<file path="src/hdl/assert_macros.svh">
// Assertion macros used by the edge statistics back end.
`ifndef ASSERT_MACROS_SVH
`define ASSERT_MACROS_SVH

`ifndef SYNTHESIS

// Same-cycle implication, checked at every rising clock edge out of reset.
`define ESDS_ASSERT_IMP(lbl, clk, rstn, ante, cons) \
  lbl: assert property (@(posedge clk) disable iff (!rstn) (ante) |-> (cons)) \
    else $error("esds assertion failed");

// Next-cycle implication, checked at every rising clock edge out of reset.
`define ESDS_ASSERT_NXT(lbl, clk, rstn, ante, cons) \
  lbl: assert property (@(posedge clk) disable iff (!rstn) (ante) |=> (cons)) \
    else $error("esds assertion failed");

`else

`define ESDS_ASSERT_IMP(lbl, clk, rstn, ante, cons)
`define ESDS_ASSERT_NXT(lbl, clk, rstn, ante, cons)

`endif

`endif

</file>
<file path="src/hdl/esds_pkg.sv">
// Shared constants and types of the edge stream degree statistics block.
package esds_pkg;

  localparam int VERTEX_BITS = 20;
  localparam int DEGREE_BITS = 24;

  localparam int VID_W       = 20;
  localparam int ADDR_W      = (VERTEX_BITS < VID_W) ? VERTEX_BITS : VID_W;
  localparam int STORE_DEPTH = 1 << ADDR_W;

  localparam int EDGE_W  = 32;
  localparam int WEDGE_W = 56;
  localparam int STAR_W  = 64;
  localparam int PROD_W  = 2 * DEGREE_BITS;

  localparam int QUEUE_DEPTH = 4;
  localparam int OUT_DEPTH   = 4;

  typedef logic [VID_W-1:0]       vid_t;
  typedef logic [ADDR_W-1:0]      vaddr_t;
  typedef logic [DEGREE_BITS-1:0] degree_t;

  typedef struct packed {
    logic   counted;
    vaddr_t src;
    vaddr_t dst;
  } item_t;

  typedef struct packed {
    logic               counted;
    logic [EDGE_W-1:0]  edge_count;
    vid_t               max_vertex;
    logic [WEDGE_W-1:0] wedge_count;
    logic [STAR_W-1:0]  star_count;
  } result_t;

endpackage

</file>
<file path="src/hdl/esds_front.sv">
// Front end: takes edges, trims the ids and marks self-loops.
module esds_front import esds_pkg::*; (
  input  logic   clk,
  input  logic   rst_n,
  input  logic   in_valid,
  output logic   in_ready,
  input  vid_t   in_src_vertex,
  input  vid_t   in_dst_vertex,
  output logic   push_valid,
  output item_t  push_item,
  input  logic   push_ready
);

  logic  hold_valid_r;
  item_t hold_item_r;
  item_t item_nxt;

  // Only the low address bits of an id take part in anything downstream.
  always_comb begin
    item_nxt.src     = in_src_vertex[ADDR_W-1:0];
    item_nxt.dst     = in_dst_vertex[ADDR_W-1:0];
    item_nxt.counted = (in_src_vertex[ADDR_W-1:0] != in_dst_vertex[ADDR_W-1:0]);
  end

  assign in_ready   = !hold_valid_r || push_ready;
  assign push_valid = hold_valid_r;
  assign push_item  = hold_item_r;

  always_ff @(posedge clk) begin
    if (!rst_n) begin
      hold_valid_r <= 1'b0;
    end else if (in_valid && in_ready) begin
      hold_valid_r <= 1'b1;
    end else if (push_ready) begin
      hold_valid_r <= 1'b0;
    end
  end

  always_ff @(posedge clk) begin
    if (in_valid && in_ready) begin
      hold_item_r <= item_nxt;
    end
  end

endmodule

</file>
<file path="config.mk">
export PLATFORM = sky130hd
export DESIGN_NAME = esds_front
export DESIGN_NICKNAME = d
export VERILOG_FILES = /design/src/hdl/assert_macros.svh /design/src/hdl/esds_pkg.sv /design/src/hdl/esds_front.sv
export SDC_FILE = /design/constraint.sdc
export NUM_CORES = 1
export LEC_CHECK = 0
export ABC_AREA = 1
export ABC_CLOCK_PERIOD_IN_PS = 6200
export BUFFER_PORTS_ARGS = -buffer_cell sky130_fd_sc_hd__buf_2
export CAP_MARGIN = 20
export CORE_ASPECT_RATIO = 1.25
export CORE_MARGIN = 8
export CORE_UTILIZATION = 40
export CTS_CLUSTER_SIZE = 30
export DETAILED_ROUTE_END_ITERATION = 7
export GPL_ROUTABILITY_DRIVEN = 0
export PLACE_DENSITY = 0.72
export SYNTH_ARGS = -nofsm -noshare
export SYNTH_HDL_FRONTEND = slang
export SYNTH_SLANG_ARGS = --single-unit
</file>
<file path="constraint.sdc">
create_clock -name clk -period 6.2 [get_ports clk]
set_clock_uncertainty 0.15 [all_clocks]
set_input_delay 1.24 -clock clk [delete_from_list [all_inputs] [get_ports clk]]
set_output_delay 1.24 -clock clk [all_outputs]
set_load 0.05 [all_outputs]
</file>
# Word-level counts from Yosys, hierarchy flattened

Cells that the tools add are included.

Register bits: 42
Input port bits: 44
Output and inout port bits: 43
Logic and storage cells: 11

Equal/unequal tests: 1
Mux-type cells: 2
Reduce and logical (&&, ||, !) cells: 4

Operator list:

| kind               | count |
|---|---|
| 20-bit != test     | 1 |
| 1-bit two-way mux  | 2 |
| 2-bit nonzero test | 1 |
| 1-bit logical AND  | 1 |
| 1-bit zero test    | 1 |
| 1-bit logical OR   | 1 |

# Logic depth before layout (Yosys ltp)

Depth in word-level cells: 4
Mapped depth: 7
Gate-level depth less buffers: 7

# Least setup slack after synthesis

Ideal clock, no wire load.

Path type: in2reg
From: input in_valid
To: register hold_item_r, in the netlist push_item[0] (enable)
Setup time: 0.453 ns
Data arrival time: 3.287 ns
Data required time: 5.597 ns
Path slack: 2.310 ns
Stages on the path: 2
Buffers on the path: 0
Path through: inv_1 -> a21oi_1

Longest elaborated chain between the ends: 1

Ends and longest elaborated chain:

| item                   | line             | text |
|---|---|---|
| start: declaration     | esds_front.sv:5  | `input logic in_valid,` |
| 1-bit logical AND      | esds_front.sv:40 | `if (in_valid && in_ready) begin` |
| end signal: assignment | esds_front.sv:41 | `hold_item_r <= item_nxt;` |
| end: declaration       | esds_front.sv:15 | `item_t hold_item_r;` |

Every way passes these cells.
A chain may end at the register's enable or synchronous reset.

# Final worst setup path

From: input push_ready
To: output in_ready

Longest elaborated chain between the ends: 1

Ends and longest elaborated chain:

| item               | line             | text |
|---|---|---|
| start: declaration | esds_front.sv:11 | `input logic push_ready` |
| 1-bit logical OR   | esds_front.sv:25 | `assign in_ready = !hold_valid_r \|\| push_ready;` |
| end: declaration   | esds_front.sv:6  | `output logic in_ready,` |

Every way passes these cells.

==> reports/qor.yml <==
grt_usage_pct: 11.8
r2r_start: "push_valid$_SDFFE_PN0P_"
r2r_end: "push_item[32]$_DFFE_PP_"
coreArea_mm2: 0.00403
dieArea_mm2: 0.00643
synth-async-reset-ratio_pct: 0
drc: 0
synth.ff_latch_count: 42
hold_class: "flip-flop to flip-flop"
reg2reg_depth: 2
start_kind: "input pin"
clock_path_buffers: 2
hold_ws_ns: 0.393
grt_overflow_total: 0
die-height_um: 87.7
total_power_uw: 618
max_slew.worst_pin.slew_ns: 0.517
first_pass_iters: 5
place_ws_ns: 3.09
critPathArrivalTime_ns: 1.71
cts-root-buf: "clkbuf_8"
worstSkewPairLatency_ns: 0.28
power.density_mw_per_mm2: 275
synth_edf_count: 41
seq_area_frac_synth_pct: 76.2
hp-start: "push_valid$_SDFFE_PN0P_"
hold_end: "push_valid$_SDFFE_PN0P_"
crit_fanout: 2
yosys.area.top_type: "edfxtp_1"
status: "finished clean"
antenna_found_initial: 0
grt_pass1_vias: 1220
drt-initial-drc-count: 55
port_buffers: 86
drtAntennaViolNets: 0
post-cts-setup-buffer-count: 0
clkSlewWorstSetupHoldPaths_ns: 0.07
viasPerCell: 4.28
vdd_drop_max_v: 0.000131
cts_num_sinks: 42
required_ns: 4.81
post-synth-top-count-cell: "edfxtp_1"
cts_buffers: 5
drive_gt1_share_pct: 40.8
cts.repair.resized: 0
path_class: "input pin to output pin"
syn_avg_cell_area_um2: 11.9
endpoint_kind: "output pin"
rsz0062_at_grt: "no"
netlist.area_leader.share_pct: 74.9
vias: 1236
p_leak_uw: 0.00109
final.period_utilization_pct: 50.1
setup_slack_ns: 3.10
yosysWarnings: 0
synth_area_mm2: 0.00164
setup_viol: 0
die_x_um: 73.3
cts_hold_buffers: 0
finalHoldViolCount: 0
diodes: 0
slew_violations: 0
ys_types: 10
cap_violations: 0
num-nets-final: 276
period_needed_ns: 3.10
grt_pass1_wl_um: 5600
holdPathStages: 2
synth.area.top_cells: "edfxtp_1 75%, nand2_1 8.7%, inv_1 5.7%, nor2_1 5.7%, xnor2_1 2.1%"
hpwl_um: 2970
syn_inst: 138
routedWlPerCell_um: 12.9
slew_headroom_pct: 65.5
syn_to_final_growth_pct: 36.8
final_core_util_pct: 55.7
rows: 26
drt-total-wl_um: 3720
r2r_slack_ns: 4.74
grt_start_max_net_pins: 42
synth-main-ff-cell: "edfxtp_1"
ios: 87
synth_nets: 182
tns_ns: 0
htree_levels: 2
cts_tree: "built"
fmax_mhz: 322
start_util_pct: 40.7
yosys-top-cells-count: "41 x edfxtp_1, 38 x nand2_1, 25 x inv_1, 25 x nor2_1, 4 x xnor2_1"
[layer usage]
metal	vias up	wire length, µm	GRT usage (%)
met1	544	1350	11.0
met2	62	1870	20.5
li1	623	-	-
met5	-	0	0
met3	7	412	5.15
met4	0	82	7.29
[how the worst max path moves through the flow]
stage / startpoint / to / slack (ns) / cells after the start
floorplan: in_valid / push_item[0]$_DFFE_PP_ / 2.31 / 2
global placement: push_ready / in_ready / 3.11 / 4
detailed placement: push_ready / in_ready / 3.09 / 4
CTS: push_ready / in_ready / 3.09 / 4
global route: push_ready / in_ready / 3.06 / 4
finish: push_ready / in_ready / 3.10 / 4
[layout by cell type (no fill, tap or decap), drive strengths merged]
cell type	n
xor2	1
xnor2	4
clkinvlp	1
buf	87
dfxtp	1
nand3	1
clkbuf	5
nor2	25
edfxtp	41
nand2	38
clkinv	2
a21oi	1
inv	25
a21boi	1
[per-stage QoR]
stage	std cells	area, µm²
floorplan	138	1640
global placement	281	2160
detailed placement	281	2160
CTS	289	2250
global route	289	2250
finish	289	2250
[power by group]
| group | internal [µW] | switching, µW |
|---|---|---|
| Combinational | 29.3 | 88.1 |
| Clock | 77.0 | 88.7 |
| Sequential | 331 | 3.86 |
[cell type report]
type / count / area [µm²]
sequential: 42 / 1250
clock buffer: 5 / 68.8
fill: 372 / 1790
multi-input combinational: 71 / 309
clock inverter: 3 / 16.3
tap: 56 / 70.1
timing repair buffer: 87 / 438
inverter: 25 / 93.8
[logic make-up after synthesis]
family | after synthesis | synth area share [%]
compound gates | 2 | 0.761
xor+xnor | 5 | 2.67
buf+inv | 25 | 5.71
flops | 42 | 76.2
simple gates | 64 | 14.7
[registers in the layout, summed over array words and instances, names as in the netlist]
name	count
push_item	41
push_valid	1
[worst max-delay path: stages]
cell and delay [ns]:
buf_2 0.10, inv_1 0.10, nand2_1 0.07, buf_2 0.21
No activity file was read; power rests on OpenSTA's default activity.
