[src/hdl/assert_macros.svh]
// Assertion macros used by the edge statistics back end.
`ifndef ASSERT_MACROS_SVH
`define ASSERT_MACROS_SVH

`ifndef SYNTHESIS

// Same-cycle implication, checked at every rising clock edge out of reset.
`define ESDS_ASSERT_IMP(lbl, clk, rstn, ante, cons) \
  lbl: assert property (@(posedge clk) disable iff (!rstn) (ante) |-> (cons)) \
    else $error("esds assertion failed");

// Next-cycle implication, checked at every rising clock edge out of reset.
`define ESDS_ASSERT_NXT(lbl, clk, rstn, ante, cons) \
  lbl: assert property (@(posedge clk) disable iff (!rstn) (ante) |=> (cons)) \
    else $error("esds assertion failed");

`else

`define ESDS_ASSERT_IMP(lbl, clk, rstn, ante, cons)
`define ESDS_ASSERT_NXT(lbl, clk, rstn, ante, cons)

`endif

`endif

[src/hdl/esds_pkg.sv]
// Shared constants and types of the edge stream degree statistics block.
package esds_pkg;

  localparam int VERTEX_BITS = 20;
  localparam int DEGREE_BITS = 24;

  localparam int VID_W       = 20;
  localparam int ADDR_W      = (VERTEX_BITS < VID_W) ? VERTEX_BITS : VID_W;
  localparam int STORE_DEPTH = 1 << ADDR_W;

  localparam int EDGE_W  = 32;
  localparam int WEDGE_W = 56;
  localparam int STAR_W  = 64;
  localparam int PROD_W  = 2 * DEGREE_BITS;

  localparam int QUEUE_DEPTH = 4;
  localparam int OUT_DEPTH   = 4;

  typedef logic [VID_W-1:0]       vid_t;
  typedef logic [ADDR_W-1:0]      vaddr_t;
  typedef logic [DEGREE_BITS-1:0] degree_t;

  typedef struct packed {
    logic   counted;
    vaddr_t src;
    vaddr_t dst;
  } item_t;

  typedef struct packed {
    logic               counted;
    logic [EDGE_W-1:0]  edge_count;
    vid_t               max_vertex;
    logic [WEDGE_W-1:0] wedge_count;
    logic [STAR_W-1:0]  star_count;
  } result_t;

endpackage

[src/hdl/esds_queue.sv]
// Short queue of classified edges between the front and back ends.
module esds_queue import esds_pkg::*; (
  input  logic  clk,
  input  logic  rst_n,
  input  logic  push_valid,
  input  item_t push_item,
  output logic  push_ready,
  output logic  pop_valid,
  output item_t pop_item,
  input  logic  pop_ready
);

  localparam int PTR_W = (QUEUE_DEPTH > 1) ? $clog2(QUEUE_DEPTH) : 1;
  localparam int CNT_W = $clog2(QUEUE_DEPTH + 1);

  typedef logic [PTR_W-1:0] ptr_t;
  typedef logic [CNT_W-1:0] cnt_t;

  item_t entry_r [QUEUE_DEPTH];
  ptr_t  wr_ptr_r;
  ptr_t  rd_ptr_r;
  cnt_t  count_r;
  logic  do_push;
  logic  do_pop;

  assign push_ready = (count_r != cnt_t'(QUEUE_DEPTH));
  assign pop_valid  = (count_r != '0);
  assign pop_item   = entry_r[rd_ptr_r];
  assign do_push    = push_valid && push_ready;
  assign do_pop     = pop_valid && pop_ready;

  always_ff @(posedge clk) begin
    if (!rst_n) begin
      wr_ptr_r <= '0;
      rd_ptr_r <= '0;
      count_r  <= '0;
    end else begin
      if (do_push) begin
        wr_ptr_r <= (wr_ptr_r == ptr_t'(QUEUE_DEPTH - 1)) ? '0 : wr_ptr_r + 1'b1;
      end
      if (do_pop) begin
        rd_ptr_r <= (rd_ptr_r == ptr_t'(QUEUE_DEPTH - 1)) ? '0 : rd_ptr_r + 1'b1;
      end
      if (do_push && !do_pop) begin
        count_r <= count_r + 1'b1;
      end else if (do_pop && !do_push) begin
        count_r <= count_r - 1'b1;
      end
    end
  end

  always_ff @(posedge clk) begin
    if (do_push) begin
      entry_r[wr_ptr_r] <= push_item;
    end
  end

endmodule

[config.mk]
export PLATFORM = sky130hd
export DESIGN_NAME = esds_queue
export DESIGN_NICKNAME = d
export VERILOG_FILES = /design/src/hdl/assert_macros.svh /design/src/hdl/esds_pkg.sv /design/src/hdl/esds_queue.sv
export SDC_FILE = /design/constraint.sdc
export NUM_CORES = 1
export LEC_CHECK = 0
export BUFFER_PORTS_ARGS = -buffer_cell sky130_fd_sc_hd__buf_2
export CORE_MARGIN = 2
export CORE_UTILIZATION = 57
export DETAILED_ROUTE_END_ITERATION = 12
export PLACE_DENSITY = 0.79
export SETUP_SLACK_MARGIN = 0.4
export SYNTH_ARGS = -nofsm -noshare
export SYNTH_HDL_FRONTEND = slang
export SYNTH_SLANG_ARGS = --single-unit
[constraint.sdc]
create_clock -name clk -period 2.8 [get_ports clk]
set_clock_uncertainty 0.2 [all_clocks]
set_input_delay 0.42 -clock clk [delete_from_list [all_inputs] [get_ports clk]]
set_output_delay 0.42 -clock clk [all_outputs]
set_load 0.005 [all_outputs]
# --- After elaboration in Yosys (flattened, before gate mapping) ---
# Memories as Yosys holds them, arrays and structs flattened. A register that Yosys moved wholly into a read port is not among the register bits.
# Cells that the tools add are included.
word_totals:
  inputBits: 45
  elab_cells: 27
  rom_bits: 0
  latchBits: 0
  memories: 1
  ram_bits: 164
  out_inout_bits: 43
  regBits: 7
mem_list:
  columns: ["name", "words", "word_bits", "read_ports", "rd_clocked_by_memory_dff", "wr", "line", "text"]
  rows:
  - ["entry_r", 4, 41, 1, 1, 1, "esds_queue.sv:19", "item_t entry_r [QUEUE_DEPTH];"]
op_classes:
  bitwise: 0
  div: 0
  n_reduce_logical: 8
  eq_ne: 3
  n_mul: 0
  order_cmp: 0
  mux: 8
  shifts: 0
  n_addsub: 4
op_table:
  columns: ["operator", "n"]
  rows:
  - ["$mux W2", 4]
  - ["$mux W3", 2]
  - ["$add A2 B1 Y2 const B", 2]
  - ["$eq A2 B2 Y1 const B", 2]
  - ["$logic_and A1 B1 Y1", 4]
  - ["$add A3 B1 Y3 const B", 1]
  - ["$ne A3 B3 Y1 const B", 1]
  - ["$reduce_bool A3 Y1", 1]
  - ["$sub A3 B1 Y3 const B", 1]
  - ["$logic_not A1 Y1", 2]
  - ["$mux W1", 2]
  - ["$reduce_bool A2 Y1", 1]

# --- Logic depth before layout (Yosys ltp) ---
# Gate-level depths: netlist of the first run.
depth:
  depth_word: 6
  depth_mapped: 9
  mapped_depth_nobuf: 8

# --- Worst setup path after synthesis of the first run ---
# OpenSTA, ideal clock, no wires.
synth_timing:
  kind: "reg-to-reg"
  start: "register count_r[0]"
  end: "register count_r[2]"
  path_stages_with_launch: 8
  setup_slack_ns: 0.396
  path_buffers: 0
  synth_period_minus_slack_ns: 2.404
  arrival_time_ns: 2.128
  setup_time_ns: 0.076
  required_ns: 2.524
  path_cell_list: "dfxtp_1 > o31ai_1 > ha_1 > inv_1 > fa_1 > xor2_1 > or3_2 > a21boi_0"
synth_via:
  elab_chain_len: 5
  word_cells_on_any_way: 13
  cone_classes: "2 x add/sub; 1 x eq/ne; 2 x mux; 8 x reduce/logical"
synth_rtl:
  columns: ["element", "line", "text"]
  rows:
  - ["from (decl)", "esds_queue.sv:22", "cnt_t count_r;"]
  - ["from (signal assigned)", "esds_queue.sv:45", "count_r <= count_r + 1'b1;"]
  - ["from (signal assigned)", "esds_queue.sv:47", "count_r <= count_r - 1'b1;"]
  - ["branches (longest 5 deep; another with $sub A3 B1 Y3)", null, null]
# Several ways; the timed one is not identified. The select of a mux whose other input is x is not followed.
# A chain may end at the register's enable or synchronous reset.

==> flow_metrics.env, run 1 <==
export IMPL_path_max_fanout=5
export IMPL_die_x_um=109.9
export IMPL_nFillCells=619
export IMPL_final_cell_area_mm2=0.008208
export IMPL_dieArea_mm2=0.01208
export IMPL_hold_viol_final=0
export IMPL_ys_seq_elements=173
export IMPL_cts_tree="yes"
export IMPL_grt_pass1_vias=3278
export IMPL_place_hpwl_um=6277
export IMPL_fin_nets=468
export IMPL_synth_flop_cell="edfxtp_1"
export IMPL_worst_slew_pin_transition_ns=1.099
export IMPL_ant_nets=0
export IMPL_synth_edff_count=164
export IMPL_final_common_cell="edfxtp_1"
export IMPL_clock_latency_ns=0.51
export IMPL_fin_ws_ns=0.3450
export IMPL_p_total_uw=7228
export IMPL_maxSlewHeadroom_pct=26.73
export IMPL_antenna_cells=0
export IMPL_path_cells="buf_12 -> buf_12 -> mux4_2 -> buf_2"
export IMPL_slowest_stage="mux4_2"
export IMPL_syn_num_nets=318
export IMPL_cp_num_buf_inv=3
export IMPL_start_util_pct=58.71
export IMPL_yosysSeqAreaShare_pct=79.86
export IMPL_yosys_warnings=0
export IMPL_portBuffers=87
export IMPL_outcome="completed"
export IMPL_place_area_mm2=0.006988
export IMPL_drc_errors=0
export IMPL_clock_fmax_mhz=407.3
export IMPL_drt_pass1_iter_count=4
export IMPL_critPathMaxStageDelay_ns=0.51
export IMPL_fin_crit_sh_pct=87.68
export IMPL_maxCapViolations=0
export IMPL_boundaryPins=88
export IMPL_synthArstFlopShare_pct=0
export IMPL_root_buffer="clkbuf_8"
export IMPL_drive_gt1_share_pct=43.12
export IMPL_syn_area_mm2=0.006392
export IMPL_intPower_uw=5462
export IMPL_power_per_cell_area_mw_per_mm2=880.6
export IMPL_htreeDepth=4
export IMPL_regArea_mm2=0.005116
export IMPL_area_growth_pct=28.40
export IMPL_seq_power_share_pct=45.4
export IMPL_synth_cell_types=27
export IMPL_grt_start_max_net_pins=42
export IMPL_num_vias=3187
export IMPL_peakVddDrop_uv=522.0
export IMPL_place_gp_congestion=0.7071
export IMPL_leakagePower_uw=0.002844
export IMPL_grt_pass1_wl_um=18110
export IMPL_finalWirelength_um=12010
export IMPL_worstPathRequired_ns=2.18
export IMPL_layout_common_cells="edfxtp_1 (164), buf_2 (84), dlygate4sd3_1 (42), mux4_2 (41), clkbuf_16 (17)"
export IMPL_core_area_mm2=0.01089
export IMPL_worstSetupStartpointType="register"
export IMPL_place_ws_ns=0.2097
export IMPL_cts_made_buffers=17
export IMPL_combPwrFrac_pct=23.2
export IMPL_endpoint_kind="output pin"
export IMPL_antenna_found_initial=0
export IMPL_pwr_share_clk_pct=31.3
export IMPL_cp_data_arrival_time_ns=1.84
export IMPL_criticalPathCategory="register to output pin"
export IMPL_path_clk_slew_ns=0.06
export IMPL_syn_area_per_cell_um2=24.03
export IMPL_whs_ns=0.04376
export IMPL_finalSetupViolCount=0
export IMPL_multi_input_area_mm2=0.001244
export IMPL_crit_top_cell="buf_12"
export IMPL_power_share_switching_pct=24.43
export IMPL_power_switching_uw=1766
export IMPL_clk_path_buf_depth=2
export IMPL_track_usage_pct=21.42
export IMPL_fin_crit_ns=2.455
export IMPL_rsz0062_at_grt="yes"
export IMPL_drv_slew=0
export IMPL_viasPerCell=5.601
export IMPL_rows=38
export IMPL_overflow=0
export IMPL_first_iter_violations=286
export IMPL_die_h_um=109.9
export IMPL_clock_sinks=173
export IMPL_critical_path_top_delay_family="multiplexers"
export IMPL_synthCells=266
export IMPL_hp_class="input port to register"
export IMPL_wl_per_cell_um=21.10
export IMPL_fin_setup_tns_ns=0
[timing repair]
| item | CTS | global route |
|---|---|---|
| gates cloned | 2 | 1 |
| setup endpoints to repair | 34 | 42 |
| resized for setup | 14 | 6 |
| pin swaps | 0 | 3 |
| hold buffers | 42 | 0 |
| setup buffers | 3 | 4 |
| endpoints found under the hold margin | 165 | 0 |
[cell type report]
cell class / count / area share [%]
clock inverters: 12 / 1.768
clock buffers: 20 / 5.183
multi-input cells: 78 / 15.15
well taps: 140 / 2.134
repair buffers: 143 / 13.29
flip-flops and latches: 173 / 62.33
inverters: 3 / 0.1372
[flip-flops by register name, indices dropped and copies added (netlist names), named ones only]
signal    flops
entry_r     164
count_r       3
rd_ptr_r      2
wr_ptr_r      2
[final timing paths]
| path | startpoint | end | slack [ns] | cells after the start |
|---|---|---|---|---|
| worst max-delay path | register | pop_item[34] | 0.34 | 4 |
| worst min-delay path | rst_n | wr_ptr_r[0] | 0.04 | 3 |
| worst max register to register | count_r[2] | count_r[2] | 0.49 | 8 |
| worst min register to register | wr_ptr_r[1] | wr_ptr_r[1] | 0.31 | 2 |
[through the flow]
stage,util [%],cells
floorplan,-,266
detailed placement,64.18,485
CTS,74.50,564
global route,75.39,569
finish,75.39,569
global placement,64.18,485
[worst reg2reg max path: cells and delay by family, from the launching register on]
kind / cells / cell delay [ns]
compound gates: 1 / 0.13
xor+xnor: 1 / 0.17
fa+ha+maj: 2 / 0.47
buf+inv: 1 / 0.06
flops: 1 / 0.36
simple gates: 3 / 0.85
[per-layer routing]
| metal | up-vias | track usage [%] | part of all wire [%] |
|---|---|---|---|
| met5 | - | 0 | 0 |
| met4 | 0 | 4.882 | 0.27 |
| met3 | 2 | 6.817 | 5.4 |
| met2 | 117 | 36.90 | 55 |
| met1 | 1645 | 26.70 | 40 |
| li1 | 1423 | - | - |
[Yosys cell counts (all sizes together) (3+ instances only)]
cell	n	share of area [%]
buf	10	0.94
and3	4	0.47
ha	6	1.2
o21ai	4	0.31
inv	3	0.18
mux4	41	14
dfxtp	9	2.8
edfxtp	164	77
nand2	5	0.29
[cell families (layout without fill, tap and decap cells)]
group,after synthesis,count (layout),share of synthesized area (%)
adders and majority gates,7,7,1.488
AOI/OAI and AO/OA,6,6,0.5480
and+or+nand+nor,20,20,1.840
muxes,43,43,14.76
DFF,173,173,79.86
buffers and inverters,15,178,1.233
xor gates and xnor gates,2,2,0.2741
[power groups by stage]
| stage | combinational [uW] | sequential (uW) | clock (uW) |
|---|---|---|---|
| after CTS | 1590 | 3280 | 2290 |
| final | 1680 | 3280 | 2260 |
| after floorplan | 907 | 3260 | 0 |
| after detailed placement | 1340 | 3340 | 0 |
| after global routing | 1820 | 3310 | 2400 |
| after global placement | 1320 | 3320 | 0 |
(Power assumes the default switching activity.)
==> run 2: changes to the inputs <==
--- a/config.mk
+++ b/config.mk
@@ -9,6 +9,7 @@
 export CORE_MARGIN = 2
 export CORE_UTILIZATION = 57
 export DETAILED_ROUTE_END_ITERATION = 12
+export MAX_ROUTING_LAYER = met4
 export PLACE_DENSITY = 0.79
 export SETUP_SLACK_MARGIN = 0.4
 export SYNTH_ARGS = -nofsm -noshare
==> run 2 against run 1 <==
- clock-buffer cell count is the same
- power grew 0.15%
- largest power group unchanged
- largest cell class unchanged
- register-to-register slack is essentially flat
- sequential share of layout area is the same
- die area is the same
- first-iteration DRC count shrank 18%
- flip-flop and latch count is the same
- maximum frequency shrank 0.19%
==> flow_metrics.env, run 2 (synthesized netlist as in run 1, its figures left out) <==
export IMPL_outcome="completed"
export IMPL_grt_start_max_net_pins=42
export IMPL_criticalPathCategory="register to output pin"
export IMPL_final_common_cell="edfxtp_1"
export IMPL_final_cell_area_mm2=0.008208
export IMPL_htreeDepth=4
export IMPL_ant_nets=0
export IMPL_path_max_fanout=5
export IMPL_use_met1_pct=27.21
export IMPL_r2r_cells=8
export IMPL_drv_slew=0
export IMPL_wl_per_cell_um=21.27
export IMPL_worstReg2RegEnd="count_r[2]"
export IMPL_largest_register="entry_r"
export IMPL_start_util_pct=58.71
export IMPL_cts_tree="yes"
export IMPL_slowest_stage="mux4_2"
export IMPL_worst_slew_pin_transition_ns=1.098
export IMPL_worstSetupStartpointType="register"
export IMPL_met3_usage_pct=6.639
export IMPL_cts_made_buffers=17
export IMPL_place_area_mm2=0.006988
export IMPL_leakagePower_uw=0.002844
export IMPL_num_vias=3173
export IMPL_min_to="wr_ptr_r[0]"
export IMPL_clock_latency_ns=0.52
export IMPL_track_usage_pct=22.11
export IMPL_boundaryPins=88
export IMPL_portBuffers=87
export IMPL_maxSlewHeadroom_pct=26.78
export IMPL_worstPathRequired_ns=2.18
export IMPL_peakVddDrop_uv=521.5
export IMPL_crit_top_cell="buf_12"
export IMPL_place_hpwl_um=6277
export IMPL_grt_pass1_wl_um=18130
export IMPL_hp_class="input port to register"
export IMPL_r2r_start="count_r[2]"
export IMPL_die_x_um=109.9
export IMPL_cp_num_buf_inv=3
export IMPL_antenna_found_initial=0
export IMPL_clock_fmax_mhz=406.6
export IMPL_path_cells="buf_12 -> buf_12 -> mux4_2 -> buf_2"
export IMPL_place_gp_congestion=0.7150
export IMPL_endpoint_kind="output pin"
export IMPL_cp_data_arrival_time_ns=1.84
export IMPL_viasPerCell=5.576
export IMPL_whs_ns=0.03795
export IMPL_cp_num_cells=4
export IMPL_power_per_cell_area_mw_per_mm2=881.9
export IMPL_fin_setup_tns_ns=0
export IMPL_worstHoldStart="rst_n"
export IMPL_path_clk_slew_ns=0.06
export IMPL_met2_usage_pct=36.63
export IMPL_overflow=0
export IMPL_hold_viol_final=0
export IMPL_drt_pass1_iter_count=8
export IMPL_rsz0062_at_grt="yes"
export IMPL_layout_common_cells="edfxtp_1 (164), buf_2 (84), dlygate4sd3_1 (42), mux4_2 (41), clkbuf_16 (17)"
export IMPL_die_h_um=109.9
export IMPL_busiest_layer="met2"
export IMPL_dieArea_mm2=0.01208
export IMPL_antenna_cells=0
export IMPL_grt_pass1_vias=3267
export IMPL_drc_errors=0
export IMPL_finalWirelength_um=12110
export IMPL_clock_sinks=173
export IMPL_core_area_mm2=0.01089
export IMPL_clk_path_buf_depth=2
export IMPL_fin_crit_ns=2.460
export IMPL_drive_gt1_share_pct=43.12
export IMPL_maxCapViolations=0
export IMPL_min_path_cells=3
export IMPL_fin_nets=468
export IMPL_root_buffer="clkbuf_8"
export IMPL_area_growth_pct=28.40
export IMPL_critPathMaxStageDelay_ns=0.51
export IMPL_reg_largest_list="entry_r: 164 flops, count_r: 3 flops"
export IMPL_first_iter_violations=235
export IMPL_critical_path_top_delay_family="multiplexers"
export IMPL_largest_reg_flops=164
export IMPL_fin_crit_sh_pct=87.84
export IMPL_rows=38
export IMPL_finalSetupViolCount=0
export IMPL_r2r_slack_ns=0.49
==> run 2: cell counts in the layout (fill, tap and decap cells not counted) <==
No cell type changed its count.
==> run 2: timing repair <==
item | 4_1_cts | 5_1_grt
cloned | 2 | 1
pin swaps | 0 | 3
hold endpoints to repair | 165 | 0
buffers inserted | 3 | 4
setup endpoints to repair | 34 | 42
hold buffers | 42 | 0
resized for setup | 14 | 6
==> run 2: final cells by class <==
type                            instances  area [um2]
Multi-Input combinational cell         78        1244
Clock inverter                         12       145.1
Clock buffer                           20       425.4
Tap cell                              140       175.2
Sequential cell                       173        5116
Inverter                                3       11.26
Timing Repair Buffer                  143        1091
Fill cell                             619        2680
==> run 2: worst register-to-register path: cells and delay by family (launching register included) <==
| family | cells | cell delay [ns] |
|---|---|---|
| compound gates | 1 | 0.13 |
| flops | 1 | 0.36 |
| simple gates | 3 | 0.85 |
| xor+xnor | 1 | 0.17 |
| fa+ha+maj | 2 | 0.47 |
| buf+inv | 1 | 0.06 |
==> run 2: how the worst max path moves through the flow <==
stage,slack [ns],end
6_report,0.34,pop_item[34]
5_1_grt,0.27,pop_item[14]
4_1_cts,0.31,pop_item[13]
3_5_place_dp,0.21,count_r[2]
3_3_place_gp,0.40,count_r[2]
2_1_floorplan,0.44,count_r[2]
==> run 2: where the power goes <==
group          internal, uW  total [uW]  switching, uW
clock                  1350        2270            922
combinational           951        1680            729
sequential             3160        3290            126
total                  5460        7240           1780
==> run 2: routing by layer <==
metal  wire length, um  share of wire, %
met5                 0                 0
met4                49              0.40
met3               579               4.8
met2              6553                54
met1              4921                41
==> run 2: metrics by stage <==
step | setup slack, ns | util, % | std cells | total power (uW)
after global placement | 0.3994 | 64.18 | 485 | 4637
after floorplan | 0.4397 | - | 266 | 4165
final | 0.3404 | 75.39 | 569 | 7239
after global routing | 0.2656 | 75.39 | 569 | 7538
after detailed placement | 0.2097 | 64.18 | 485 | 4684
after CTS | 0.3125 | 74.50 | 564 | 7168
